<file path="src/rtl/heightfield_four_pass_smoother_core_assert.svh">
// Assertion macros shared by the smoother RTL.
// Each macro takes a label, the clock, the reset, an antecedent and a consequent.
`ifndef HEIGHTFIELD_FOUR_PASS_SMOOTHER_CORE_ASSERT_SVH
`define HEIGHTFIELD_FOUR_PASS_SMOOTHER_CORE_ASSERT_SVH

`ifndef SYNTHESIS
// The consequent holds in the same cycle as the antecedent.
`define HFS_ASSERT_IMPL(lbl, clk, rst, ante, cons) \
   lbl: assert property (@(posedge clk) disable iff (rst) (ante) |-> (cons)) \
      else $error("assertion failed");
// The consequent holds in the cycle after the antecedent.
`define HFS_ASSERT_NEXT(lbl, clk, rst, ante, cons) \
   lbl: assert property (@(posedge clk) disable iff (rst) (ante) |=> (cons)) \
      else $error("assertion failed");
`else
`define HFS_ASSERT_IMPL(lbl, clk, rst, ante, cons)
`define HFS_ASSERT_NEXT(lbl, clk, rst, ante, cons)
`endif

`endif

</file>
<file path="src/rtl/hfs_pkg.sv">
package hfs_pkg;

   // Grid geometry and stored height width.
   localparam int MAX_COLS    = 64;
   localparam int MAX_ROWS    = 64;
   localparam int HEIGHT_BITS = 24;

   // Derived sizes.
   localparam int MAX_DIM  = (MAX_ROWS > MAX_COLS) ? MAX_ROWS : MAX_COLS;
   localparam int IDX_W    = $clog2(MAX_DIM);
   localparam int DEPTH    = MAX_ROWS * MAX_COLS;
   localparam int ADDR_W   = $clog2(DEPTH);

   // Fixed field widths of the ports.
   localparam int HEIGHT_IO_W = 24;
   localparam int WEIGHT_W    = 17;
   localparam int SIZE_W      = 7;
   localparam int CSR_IDX_W   = 2;

   // Weight of one in Q1.16.
   localparam logic [WEIGHT_W-1:0] WEIGHT_ONE = 17'h10000;

   // Request codes.
   localparam logic [1:0] REQ_WRITE  = 2'd0;
   localparam logic [1:0] REQ_READ   = 2'd1;
   localparam logic [1:0] REQ_SMOOTH = 2'd2;

   // Response kinds.
   localparam logic RSP_READ = 1'b0;
   localparam logic RSP_DONE = 1'b1;

   // Configuration register indexes.
   localparam logic [CSR_IDX_W-1:0] CSR_COLS = 2'd0;
   localparam logic [CSR_IDX_W-1:0] CSR_ROWS = 2'd1;

   // Last of the four smoothing passes.
   localparam logic [1:0] PASS_LAST = 2'd3;

   typedef struct packed {
      logic [1:0]                    req_type;
      logic [5:0]                    row_index;
      logic [5:0]                    col_index;
      logic signed [HEIGHT_IO_W-1:0] height_in;
      logic [WEIGHT_W-1:0]           smooth_factor;
   } hfs_req_type;

   typedef struct packed {
      logic                          resp_kind;
      logic signed [HEIGHT_IO_W-1:0] height_out;
   } hfs_rsp_type;

   typedef enum logic [2:0] {
      ST_IDLE,
      ST_SEED_RD,
      ST_SEED_LD,
      ST_RD,
      ST_LD,
      ST_MUL,
      ST_RND,
      ST_WR
   } hfs_state_type;

   // Clamps a used size into 2..maxv and returns the last index.
   function automatic int sat_last(input int v, input int maxv);
      int s;
      s = v;
      if (s < 2) s = 2;
      if (s > maxv) s = maxv;
      return s - 1;
   endfunction

endpackage

</file>
<file path="src/rtl/hfs_blend.sv">
module hfs_blend (
   input  logic                                        clock,
   input  logic signed [hfs_pkg::HEIGHT_BITS-1:0]      height_cur,
   input  logic signed [hfs_pkg::HEIGHT_BITS-1:0]      height_nbr,
   input  logic [hfs_pkg::WEIGHT_W-1:0]                weight,
   output logic signed [hfs_pkg::HEIGHT_BITS-1:0]      height_blend
);

   import hfs_pkg::*;

   localparam int D_W = HEIGHT_BITS + 1;
   localparam int P_W = D_W + WEIGHT_W + 1;
   localparam logic signed [P_W-1:0] HALF = P_W'(32768);

   logic signed [HEIGHT_BITS-1:0] h1_ff;
   logic signed [D_W-1:0]         d1_ff;
   logic signed [HEIGHT_BITS-1:0] h2_ff;
   logic signed [P_W-1:0]         p2_ff;
   logic signed [HEIGHT_BITS-1:0] res_ff;
   logic signed [D_W-1:0]         diff;
   logic signed [WEIGHT_W:0]      weight_s;
   logic signed [P_W-1:0]         p_round;
   logic signed [P_W-1:0]         p_shift;

   // h*(1-k) + n*k is rewritten as h + (n-h)*k, which needs one multiply.
   assign diff     = D_W'(height_nbr) - D_W'(height_cur);
   assign weight_s = signed'({1'b0, weight});
   assign p_round  = p2_ff + HALF;
   assign p_shift  = p_round >>> 16;

   // Three stages: difference, product, round and add back.
   always_ff @(posedge clock) begin
      h1_ff  <= height_cur;
      d1_ff  <= diff;
      h2_ff  <= h1_ff;
      p2_ff  <= d1_ff * weight_s;
      res_ff <= h2_ff + HEIGHT_BITS'(p_shift);
   end

   assign height_blend = res_ff;

endmodule

</file>
<file path="config.mk">
export PLATFORM = sky130hd
export DESIGN_NAME = hfs_blend
export DESIGN_NICKNAME = d
export VERILOG_FILES = /design/src/rtl/heightfield_four_pass_smoother_core_assert.svh /design/src/rtl/hfs_pkg.sv /design/src/rtl/hfs_blend.sv
export SDC_FILE = /design/constraint.sdc
export NUM_CORES = 1
export LEC_CHECK = 0
export BUFFER_PORTS_ARGS = -buffer_cell sky130_fd_sc_hd__buf_2
export CORE_MARGIN = 2
export CORE_UTILIZATION = 35
export CTS_CLUSTER_SIZE = 28
export DETAILED_ROUTE_END_ITERATION = 7
export GPL_TIMING_DRIVEN = 0
export MAX_ROUTING_LAYER = met4
export SYNTH_ARGS = -nofsm -noshare
export SYNTH_HDL_FRONTEND = slang
export SYNTH_SLANG_ARGS = --single-unit
</file>
<file path="constraint.sdc">
create_clock -name clock -period 17.45 [get_ports clock]
set_input_delay 0.8725 -clock clock [delete_from_list [all_inputs] [get_ports clock]]
set_output_delay 0.8725 -clock clock [all_outputs]
set_load 0.01 [all_outputs]
</file>
==> flow_metrics.py <==
metrics = {
    "detailed_routing": {
        "vias_per_cell": 4.835,
        "vias": 13881,
        "first_pass_iters": 5,
        "antenna_left": 0,
        "wire_per_inst_um": 17.93,
        "drt-total-wl_um": 51470,
        "drt-initial-drc-count": 866,
        "route.detailed.drc": 0,
    },
    "yosys": {
        "synth_area_um2": 19160,
        "ys_async_sr_fraction_pct": 0,
        "yosys-top-cells-count": "492 x inv_1, 396 x fa_1, 262 x nand2_1",
        "ys_ff_latch": 122,
        "synth_most_common_cell": "inv_1",
        "netlist_instances": 2056,
        "synth.yosys.seq_area_share_pct": 12.75,
        "synth_edf_count": 0,
        "synth_nets": 2660,
        "synth.avg_cell_area_um2": 9.318,
        "synth_largest_area_cell": "fa_1",
        "yosys_most_used_dff": "dfxtp_1",
        "ys.warnings.count": 0,
        "yosys-top-cells-area": "fa_1 41%, dfxtp_1 13%, inv_1 9.6%",
        "synth_cell_types": 59,
        "yosysTopAreaCellShare_pct": 41.38,
    },
    "layout": {
        "fin_nets": 2766,
        "syn_to_final_growth_pct": 10.13,
        "post-route-cell-area_um2": 21100,
        "drive_above_1_share_pct": 6.299,
        "antenna_cells": 0,
    },
    "sta": {
        "setup_viol": 0,
        "timing.final.crit_share_pct": 42.87,
        "drv_slew": 0,
        "fin_skew_ns": 0.01123,
        "holdWs_ns": 0.3243,
        "fin_setup_tns_ns": 0,
        "hold_violations": 0,
        "max_freq_mhz": 133.7,
        "period_needed_ns": 7.480,
        "grt_setup_unrepaired": "false",
        "layout_setup_ws_ns": 9.970,
        "worstMarginPinSlew_ns": 1.190,
        "slew_headroom_pct": 19.98,
    },
    "global_route": {
        "grt_overflow": 0,
        "grtUsageTotal_pct": 19.76,
        "grt_max_degree": 17,
        "grt_pass1_vias": 15204,
        "grt_pass1_wl_um": 83210,
        "antenna_found_initial": 1,
    },
    "clocking": {
        "cts_root_buffer": "clkbuf_16",
        "cts_made_buffers": 17,
        "path_clk_slew_ns": 0.05,
        "cts.repair.resized": 0,
        "clk_latency_ns": 0.43,
        "clockBufferDepth": 2,
        "post_cts_buffers": 0,
        "cts.sinks": 122,
        "h-tree-depth": 4,
        "cts_tree": "done",
        "cts_hold_buf": 0,
    },
    "worst_setup_path": {
        "crit_path_max_fanout": 10,
        "crit_top_cell": "fa_1",
        "cpMaxStageDelayCell": "o31ai_1",
        "worstSetupPathType": "in2reg",
        "start_kind": "input port",
        "cp.required_ns": 17.75,
        "worstSetupEndpointType": "flip-flop",
        "critical-path-top-delay-family": "adder cells",
        "crit_chain": "buf_2 > clkbuf_1 > and2_1 > fa_1 > inv_1 > fa_1 > fa_1 > fa_1 > inv_1 > fa_1 > fa_1 > ha_1 > nor2_1 > nand3_1 > o31ai_1 > a211oi_4 > a211o_1 > a31oi_2 > o21bai_1 > xnor2_1",
        "worst-path-buf-inv": 4,
        "critical-path-max-stage-delay_ns": 1.01,
        "cp.arrival_ns": 7.78,
    },
    "floorplan": {
        "chipHeight_um": 238.0,
        "ioPinCount": 90,
        "die_x_um": 238.0,
        "die-area_um2": 56630,
        "core_um2": 53920,
        "start_util_pct": 35.53,
        "num_rows": 85,
    },
    "place": {
        "hpwl_um": 43080,
        "place_ws_ns": 9.704,
        "placed_area_um2": 20460,
        "numPortBuffers": 87,
        "gp_congestion": 0.8929,
    },
    "hold_path": {
        "hp-class": "reg2reg",
    },
    "flow_run": {
        "maxCapViolations": 0,
    },
    "run_status": {
        "status": "complete, no violations",
    },
}
==> stage by stage <==
| stage | util, % | instances |
|---|---|---|
| floorplan | - | 2056 |
| global placement | 37.95 | 2839 |
| detailed placement | 37.95 | 2839 |
| CTS | 39.13 | 2871 |
| global route | 39.13 | 2871 |
| finish | 39.13 | 2871 |
==> cells by family (layout without fill, tap and decap cells) <==
| family | Yosys count | count (layout) | synth area share (%) |
|---|---|---|---|
| and+or+nand+nor | 567 | 567 | 14.59 |
| buffers and inverters | 553 | 672 | 10.83 |
| DFF | 122 | 122 | 12.75 |
| xor gates and xnor gates | 102 | 102 | 4.663 |
| adders and majority gates | 538 | 538 | 50.65 |
| AOI/OAI and AO/OA | 174 | 174 | 6.511 |
==> flip-flops by register name (all words and copies together) (netlist names) <==
| name | flops |
|---|---|
| height_blend | 24 |
| d1_ff | 25 |
| h1_ff | 24 |
| p2_ff | 25 |
| h2_ff | 24 |
==> placed cells by master (no fill, tap or decap), drive strengths merged, types with 5 or more instances in the layout <==
cell     instances
xnor2           74
a2111oi          5
inv            494
o21ai           16
clkbuf          79
buf             87
o211ai           8
o21bai           7
and2           195
xor2            28
nand2          262
ha             142
nand3           24
o21a            14
a211o            5
and4             5
a21o            25
fa             396
nor2            35
clkinv           7
nor3             6
nor2b           10
nand4            5
and3            16
a21oi           56
dfxtp          122
a211oi          10
==> layout make-up <==
class | count | area (um2)
plain buffers | 61 | 229.0
clock buffers | 18 | 439.2
clock inverters | 14 | 195.2
fillers | 5353 | 32820
inverters | 492 | 1847
multi-input cells | 1381 | 14640
flip-flops and latches | 122 | 2442
well taps | 696 | 870.8
repair buffers | 87 | 435.4
==> worst paths after layout <==
check,from,endpoint,slack [ns],depth (start not counted)
worst max-delay path,weight[6],p2_ff[39],9.97,20
worst min-delay path,h1_ff[12],h2_ff[12],0.32,0
worst max register to register,d1_ff[8],p2_ff[39],10.25,19
worst min register to register,h1_ff[12],h2_ff[12],0.32,0
==> metal layers <==
| metal | part of all wire, % | track usage, % | vias to the layer above |
|---|---|---|---|
| li1 | - | - | 6341 |
| met1 | 43 | 25.42 | 7094 |
| met2 | 48 | 32.60 | 376 |
| met3 | 6.2 | 3.008 | 70 |
| met4 | 2.3 | 5.260 | 0 |
| met5 | 0 | - | - |
Power is not shown: default switching activity piles up to over one toggle a cycle in this logic, so the estimate is an artifact.
